--- src/rtl/stcc_pkg.sv ---
`timescale 1ns / 1ps
// ----------------------------------------------------------------------------
// Scalar cast package
// Type codes, item structs and the two conversion functions.
// ----------------------------------------------------------------------------
package stcc_pkg;

  typedef enum logic [1:0] {
    TY_INT   = 2'd0,
    TY_FLOAT = 2'd1,
    TY_BOOL  = 2'd2,
    TY_TYPE  = 2'd3
  } ty_e;

  typedef struct packed {
    logic [31:0] raw_word;
    logic [1:0]  target_type;
    logic [1:0]  source_type;
  } in_item_t;

  typedef struct packed {
    logic        saturated;
    logic        is_subtype;
    logic [31:0] result_word;
  } out_item_t;

  localparam logic [31:0] FLOAT_ONE = 32'h3F80_0000;
  localparam logic [31:0] INT_MIN   = 32'h8000_0000;
  localparam logic [31:0] INT_MAX   = 32'h7FFF_FFFF;
  localparam logic [31:0] FLOAT_M31 = 32'hCF00_0000;

  function automatic logic [31:0] int_to_float(input logic [31:0] w);
    logic [31:0] mag;
    logic [4:0]  p;
    logic [31:0] norm;
    logic [23:0] mant;
    logic        guard;
    logic        sticky;
    logic [24:0] mant_r;
    logic [31:0] res;
    mag  = w[31] ? (32'd0 - w) : w;
    p    = 5'd0;
    for (int i = 0; i < 32; i++) begin
      if (mag[i]) p = 5'(i);
    end
    norm   = mag << (5'd31 - p);
    mant   = norm[31:8];
    guard  = norm[7];
    sticky = |norm[6:0];
    mant_r = {1'b0, mant} + 25'(guard && (sticky || mant[0]));
    res    = {w[31], 31'd0} | (({24'd0, 8'd126 + {3'd0, p}} << 23) + {7'd0, mant_r});
    if (w == 32'd0) res = 32'd0;
    return res;
  endfunction

  function automatic logic [32:0] float_to_int(input logic [31:0] w);
    logic [7:0]  e;
    logic [22:0] frac;
    logic [7:0]  u;
    logic [54:0] sh;
    logic [31:0] mag;
    logic [32:0] res;
    e    = w[30:23];
    frac = w[22:0];
    u    = e - 8'd127;
    sh   = {31'd0, 1'b1, frac} << u[4:0];
    mag  = sh[54:23];
    res  = {1'b0, w[31] ? (32'd0 - mag) : mag};
    if (e == 8'hFF && frac != 23'd0) begin
      res = {1'b1, 32'd0};
    end else if (e < 8'd127) begin
      res = 33'd0;
    end else if (u >= 8'd31) begin
      if (w == FLOAT_M31) res = {1'b0, INT_MIN};
      else res = {1'b1, w[31] ? INT_MIN : INT_MAX};
    end
    return res;
  endfunction

endpackage

--- src/rtl/scalar_type_cast_converter.sv ---
`timescale 1ns / 1ps
// ----------------------------------------------------------------------------
// Scalar type cast converter
// Recasts a 32-bit word between integer, float, boolean and type codes.
// ----------------------------------------------------------------------------
// Channel  Dir  Fields (tdata, low bit first)
// s_axis   in   source_type[1:0], target_type[3:2], raw_word[35:4]
// m_axis   out  result_word[31:0], is_subtype[32], saturated[33]
//
// One item per cycle unless the output stalls; each item passes the input
// register, then the result register. Reset empties both registers.
// A stalled result holds; the input stage advances whenever it is empty or
// the result register is free or being taken.
// ----------------------------------------------------------------------------
module scalar_type_cast_converter (
  input  logic        clk_i,
  input  logic        rst_ni,
  input  logic        s_axis_tvalid,
  output logic        s_axis_tready,
  input  logic [39:0] s_axis_tdata,  // source_type, target_type, raw_word
  output logic        m_axis_tvalid,
  input  logic        m_axis_tready,
  output logic [39:0] m_axis_tdata   // result_word, is_subtype, saturated
);

  stcc_pkg::in_item_t  in_q;
  stcc_pkg::out_item_t res_d, res_q;
  logic                in_vld_q, out_vld_q;
  logic                out_adv, in_adv;

  assign out_adv       = !out_vld_q || m_axis_tready;
  assign in_adv        = !in_vld_q || out_adv;
  assign s_axis_tready = in_adv;

  always_ff @(posedge clk_i or negedge rst_ni) begin
    if (!rst_ni) begin
      in_vld_q  <= 1'b0;
      out_vld_q <= 1'b0;
    end else begin
      if (in_adv) in_vld_q <= s_axis_tvalid;
      if (out_adv) out_vld_q <= in_vld_q;
    end
  end

  always_ff @(posedge clk_i) begin
    if (in_adv && s_axis_tvalid) in_q <= stcc_pkg::in_item_t'(s_axis_tdata[35:0]);
    if (out_adv && in_vld_q) res_q <= res_d;
  end

  stcc_core u_core (
    .item_i(in_q),
    .res_o (res_d)
  );

  assign m_axis_tvalid = out_vld_q;
  assign m_axis_tdata  = {6'd0, res_q};

endmodule

--- src/rtl/stcc_core.sv ---
`timescale 1ns / 1ps
// ----------------------------------------------------------------------------
// Scalar cast core
// Combinational cast of one registered item to its result.
// ----------------------------------------------------------------------------
module stcc_core (
  input  stcc_pkg::in_item_t  item_i,
  output stcc_pkg::out_item_t res_o
);

  logic [32:0] f2i;
  logic [31:0] w;
  logic        b;

  assign w   = item_i.raw_word;
  assign b   = w[7:0] != 8'd0;
  assign f2i = stcc_pkg::float_to_int(w);

  always_comb begin
    res_o.result_word = 32'd0;
    res_o.saturated   = 1'b0;
    res_o.is_subtype  = (item_i.source_type == item_i.target_type) ||
                        (item_i.source_type == stcc_pkg::TY_INT &&
                         item_i.target_type == stcc_pkg::TY_FLOAT);
    if (item_i.source_type == item_i.target_type) begin
      res_o.result_word = w;
    end else begin
      case (stcc_pkg::ty_e'(item_i.source_type))
        stcc_pkg::TY_BOOL: begin
          if (item_i.target_type == stcc_pkg::TY_INT) res_o.result_word = {31'd0, b};
          else if (item_i.target_type == stcc_pkg::TY_FLOAT)
            res_o.result_word = b ? stcc_pkg::FLOAT_ONE : 32'd0;
        end
        stcc_pkg::TY_INT: begin
          if (item_i.target_type == stcc_pkg::TY_BOOL) res_o.result_word = {31'd0, w != 32'd0};
          else if (item_i.target_type == stcc_pkg::TY_FLOAT)
            res_o.result_word = stcc_pkg::int_to_float(w);
        end
        stcc_pkg::TY_FLOAT: begin
          if (item_i.target_type == stcc_pkg::TY_INT) begin
            res_o.result_word = f2i[31:0];
            res_o.saturated   = f2i[32];
          end else if (item_i.target_type == stcc_pkg::TY_BOOL) begin
            res_o.result_word = {31'd0, w[30:0] != 31'd0};
          end
        end
        default: res_o.result_word = 32'd0;
      endcase
    end
  end

endmodule
--- config.mk ---
export PLATFORM = sky130hd
export DESIGN_NAME = scalar_type_cast_converter
export DESIGN_NICKNAME = d
export VERILOG_FILES = /design/src/rtl/stcc_pkg.sv /design/src/rtl/scalar_type_cast_converter.sv /design/src/rtl/stcc_core.sv
export SDC_FILE = /design/constraint.sdc
export NUM_CORES = 1
export LEC_CHECK = 0
export ABC_AREA = 1
export BUFFER_PORTS_ARGS = -buffer_cell sky130_fd_sc_hd__buf_4
export CORE_MARGIN = 1.5
export CORE_UTILIZATION = 41
export CTS_BUF_LIST = sky130_fd_sc_hd__clkbuf_8 sky130_fd_sc_hd__clkbuf_16
export CTS_CLUSTER_DIAMETER = 30
export CTS_CLUSTER_SIZE = 8
export DETAILED_ROUTE_END_ITERATION = 16
export SYNTH_ARGS = -nofsm -noshare
export SYNTH_HDL_FRONTEND = slang
export SYNTH_SLANG_ARGS = --single-unit
--- constraint.sdc ---
create_clock -name clk_i -period 5.6 [get_ports clk_i]
set_input_delay 0.56 -clock clk_i [delete_from_list [all_inputs] [get_ports clk_i]]
set_output_delay 0.56 -clock clk_i [all_outputs]
set_load 0.1 [all_outputs]
# [After elaboration in Yosys (flattened, before gate mapping)]
# Index checks and enable logic that the tools add are counted.
[totals] out_inout_bits=42 word_cells=101 regBits=72 inputBits=44
[classes] add_sub_neg=7 n_lt_le_gt_ge=2 n_reduce_logical=20 shift=2 n_bitwise=3 n_eq_ne=7 muxes=52
[ops] cell="32-bit 2-to-1 mux" count=10
[ops] cell="33-bit 2-to-1 mux" count=4
[ops] cell="5-bit 2-to-1 mux" count=20
[ops] cell="32-bit case mux with 3 select lines" count=1
[ops] cell="1-bit by 32-bit subtractor with 32-bit output, first input constant" count=2
[ops] cell="24-bit by 5-bit left shift with 55-bit output" count=1
[ops] cell="31-bit by 25-bit adder with 32-bit output" count=1
[ops] cell="32-bit == test, second input constant" count=1
[ops] cell="32-bit zero test" count=1
[ops] cell="4-bit 2-to-1 mux" count=8
[ops] cell="32-bit OR" count=1
[ops] cell="32-bit nonzero test" count=1
[ops] cell="32-bit by 5-bit left shift with 32-bit output" count=1
[ops] cell="31-bit nonzero test" count=1
[ops] cell="30-bit 2-to-1 mux" count=1
[ops] cell="24-bit by 1-bit adder with 25-bit output" count=1
[ops] cell="23-bit nonzero test" count=1
[ops] cell="3-bit 2-to-1 mux" count=4
[ops] cell="7-bit by 5-bit adder with 8-bit output, first input constant" count=1
[ops] cell="8-bit == test, second input constant" count=1
[ops] cell="8-bit by 5-bit greater-or-equal comparator with 1-bit output, second input constant" count=1
[ops] cell="8-bit by 7-bit < comparator with 1-bit output, second input constant" count=1
[ops] cell="8-bit nonzero test" count=1
[ops] cell="8-bit by 7-bit subtractor with 8-bit output, second input constant" count=1
[ops] cell="other kinds (13)" count=27

# [Depth between registers and ports, before layout]
[logic_depth] word_depth=50 depth_mapped=54 mapped_depth_nobuf=53

# [Hierarchy]
# Synthesis repeated with hierarchy kept, for this count alone.
[unflattened] cells_unflattened=1568 hier_area_um2=9386.5
[by_module_without_submodules] module="stcc_core" instances=1 cells_per_inst=1479 area_each_um2=7140.6
[by_module_without_submodules] module="scalar_type_cast_converter" instances=1 cells_per_inst=89 area_each_um2=2245.9

# [Worst setup path before layout]
# OpenSTA, ideal clock, no wires.
[synth_path] kind="reg2reg" startpoint="reg in_q[4] (netlist bit)" endpoint="reg res_q (netlist bit m_axis_tdata[22]), data pin" path_buffers=1 setup_time_ps=260 required_time_ps=5340 path_stages_with_launch=38 synth_period_minus_slack_ps=4588 setup_slack_ps=1012 t_arrival_ps=4328 path_cell_list="edfxtp_1 > inv_2 > ha_1 > nand3_2 > clkinv_2 > nand2_2 > nor3_4 > nand2_1 > nor4_2 > nand4_1 > nor2_1 > inv_2 > nor2_4 > nand4_2 > nor3_2 > or2_2 > xor2_2 > inv_2 > [2 not listed] > nor2_2 > inv_2 > a21oi_4 > inv_4 > buf_6 > nand2_1 > nand3_2 > inv_1 > ha_1 > nand3_1 > nor2_1 > nand2_2 > nor2_4 > nand2_2 > nor2_1 > nand2_1 > nand3_1 > nand3_1"
[synth_rtl] element="start, declared" line="scalar_type_cast_converter.sv:26" source="stcc_pkg::in_item_t in_q;"
[synth_rtl] element="start signal, assigned" line="scalar_type_cast_converter.sv:46" source="if (in_adv && s_axis_tvalid) in_q <= stcc_pkg::in_item_t'(s_axis_tdata[35:0]);"
[synth_rtl] element="end signal, assigned" line="scalar_type_cast_converter.sv:47" source="if (out_adv && in_vld_q) res_q <= res_d;"
[synth_rtl] element="end, declared" line="scalar_type_cast_converter.sv:27" source="stcc_pkg::out_item_t res_d, res_q;"

==> flow_metrics.py <==
metrics = {
    "logic_synthesis": {
        "synthArstFlopShare": 0.0278,
        "avgSynthCellArea_sq_um": 5.90,
        "yosys_warnings": 0,
        "synth-edff-count": 70,
        "synthCells": 1663,
        "synth_top_area_frac": 0.214,
        "yosysTopAreaCell": "edfxtp_1",
        "ys_seq_area_frac": 0.219,
        "ys_ff_latch": 72,
        "mappedNetlistArea_sq_um": 9820,
        "synth_cell_type_count": 58,
        "synthFlopType": "edfxtp_1",
        "synthTopCellsByArea": "edfxtp_1, nand2_1, nand3_1",
    },
    "sta": {
        "setup-violations-final": 0,
        "slew_headroom": 0.423,
        "rsz0062_at_grt": "true",
        "fin_ws_ns": 0.241,
        "fmax_mhz": 187,
        "report.final.hold_viol_count": 0,
        "finalClockSkew_ns": 0.0254,
        "min_period_over_period": 0.957,
        "min_period_ns": 5.36,
        "slew_violations": 0,
        "tightestPinTransition_ns": 0.859,
    },
    "clocking": {
        "root_buffer": "clkbuf_16",
        "clk_pin_slew_ns": 0.08,
        "cts_buffers": 9,
        "cts_num_sinks": 72,
        "clk_latency_ns": 0.37,
        "htree_levels": 3,
        "clockBufferDepth": 2,
        "cts_tree": "done",
    },
    "worst_setup_path": {
        "cp.required_ns": 5.68,
        "cp-end-kind": "flop",
        "crit_arrival_ns": 5.44,
        "startpoint": "in_q[4]$_DFFE_PP_",
        "cpMaxStageDelayCell": "edfxtp_1",
        "critical_path.max_fanout": 5,
        "cp_slowest_stage_delay_ns": 0.42,
        "rrSetupSlack_ns": 0.24,
        "worstSetupPathType": "reg2reg",
        "r2r_start": "in_q[4]$_DFFE_PP_",
        "cp-start-kind": "flop",
    },
    "drt": {
        "vias_per_cell": 5.67,
        "wirelength_um": 41000,
        "drc": 0,
        "drt-initial-drc-count": 1233,
        "routedWlPerCell_um": 19.6,
        "num_vias": 11843,
        "dr.pass1.iters": 6,
        "ant_nets": 0,
    },
    "power_and_ir_drop": {
        "pwr_density_cell_nw_per_um2": 284,
        "leakage_uw": 0.00558,
        "ir_worst_vdd_uv": 172,
        "finalPower_uw": 3450,
    },
    "cells_and_area": {
        "final_layout_size_suffix_gt1_frac": 0.216,
        "final_nets": 1815,
        "fill_cells": 2485,
        "fin_area_sq_um": 12200,
        "syn_to_final_growth_pct": 23.9,
    },
    "global_routing": {
        "grt_pass1_wl_um": 59400,
        "grt.total_usage": 0.321,
        "overflow": 0,
        "grt_pass1_vias": 10132,
        "antenna_found_initial": 0,
        "grt_max_degree": 41,
    },
    "hold_path": {
        "hp-class": "in2reg",
        "hp-start": "s_axis_tdata[35]",
    },
    "placement": {
        "dp_hpwl_um": 32100,
        "place.gp.congestion": 0.995,
        "place_area_sq_um": 10800,
        "dp_slack_ns": 0.173,
        "io_buffers": 75,
    },
    "floorplanning": {
        "row_count": 56,
        "dieArea_sq_um": 24900,
        "fp.dieH_um": 158,
        "io_pins": 86,
        "initial_core_util": 0.418,
        "die_w_um": 158,
        "core-area_sq_um": 23500,
    },
    "outcome": {
        "outcome": "finished, final reports clean",
    },
    "flow_run": {
        "cap_viol_max_count": 0,
    },
}
==> layer usage <==
layer / part of all wire / up-vias / GRT usage
met5: 0 / - / 0
met4: 0.035 / 0 / 0.113
met3: 0.087 / 72 / 0.0443
met2: 0.43 / 579 / 0.479
met1: 0.45 / 5454 / 0.469
li1: - / 5738 / -
==> synth_stat cells, drive strengths merged (27+ instances only) <==
cell type	number
nor3	38
nand3	315
nor2	151
inv	184
buf	57
edfxtp	70
clkbuf	32
nand2	492
xor2	27
a21oi	43
o21ai	145
==> power breakdown <==
part	switching (uW)	internal, uW
combinational	1490	625
clock	279	346
sequential	43.8	663
==> cell families after synthesis <==
kind of cell / Yosys count / share of synthesized area
AOI/OAI and AO/OA: 232 / 0.134
DFF: 72 / 0.219
buffers and inverters: 274 / 0.118
xor gates and xnor gates: 30 / 0.0283
adders and majority gates: 9 / 0.0115
other: 1 / 0.000382
muxes: 19 / 0.0194
and+or+nand+nor: 1026 / 0.470
==> path summary, 6_finish.rpt <==
check / end / cells after the start
worst max-delay path: m_axis_tdata[16]$_DFFE_PP_ / 40
worst min-delay path: in_q[35]$_DFFE_PP_ / 1
max in group asynchronous: in_vld_q$_DFFE_PN0N_ / 2
worst max register to register: m_axis_tdata[16]$_DFFE_PP_ / 40
worst min register to register: m_axis_tvalid$_DFFE_PN0P_ / 2
min in group asynchronous: m_axis_tvalid$_DFFE_PN0P_ / 2
==> cells in the final DEF, fill, tap and decap left out, types with 3 or more instances in the layout <==
cell type	netlist	final
buf_6	5	9
nor3_1	30	29
nor4_1	5	3
a21oi_1	42	41
nand2_4	1	10
edfxtp_1	70	70
ha_4	0	3
a31oi_1	3	3
o21ai_0	126	124
nand2_1	480	450
nor2_1	131	119
clkbuf_16	0	12
nand3_2	8	41
clkinvlp_4	0	4
buf_12	0	3
nand3_1	307	265
nor4_2	2	4
inv_2	24	27
inv_1	159	155
nor3_2	7	8
nor2_4	8	15
o41ai_1	4	3
nor2_2	12	17
mux2i_1	19	19
o211ai_1	18	18
o21ai_1	17	14
o21ai_2	2	7
ha_1	9	6
xor2_2	2	5
o221ai_1	6	6
nand3_4	0	9
conb_1	1	6
nand4_1	12	12
buf_4	11	153
xor2_1	25	20
xnor2_1	3	3
nand2_2	11	32
==> final cells by class <==
class	instances	area, sq um	share of cell area
diodes	1	2.50	0.000206
clock buffers	9	225	0.0185
clock inverters	7	72.6	0.00597
inverters	185	709	0.0583
multi-input cells	1324	7200	0.592
flip-flops and latches	72	2150	0.177
well taps	319	399	0.0328
repair buffers	170	1400	0.115
==> flip-flops by register name, summed over array words and instances, names as in the netlist <==
register,cells
in_q,36
m_axis_tdata,34
in_vld_q,1
m_axis_tvalid,1
==> what timing repair did <==
| item | in CTS | in global routing |
|---|---|---|
| gates resized for setup | 0 | 160 |
| hold buffers | 1 | 0 |
| buffers inserted | 0 | 37 |
| hold endpoints to repair | 2 | 0 |
| setup endpoints to repair | 0 | 28 |
==> stage by stage <==
step / setup TNS (ns) / hold slack (ns) / util / std cells
floorplan: 0 / 0.264 / - / 1668
global placement: 0 / 0.345 / 0.459 / 2026
CTS: 0 / 0.358 / 0.472 / 2043
global route: -1.01 / 0.357 / 0.518 / 2086
detailed placement: 0 / 0.343 / 0.459 / 2026
finish: 0 / 0.365 / 0.518 / 2087
==> critical path: cells and delay by family (launching register included) <==
family                     cells  cell delay (ns)
AOI/OAI and AO/OA              2             0.30
xor gates and xnor gates       1             0.21
adders and majority gates      2             0.34
buffers and inverters          7             0.82
DFF                            1             0.42
and+or+nand+nor               28             2.98
No activity file was read; power rests on OpenSTA's default activity.
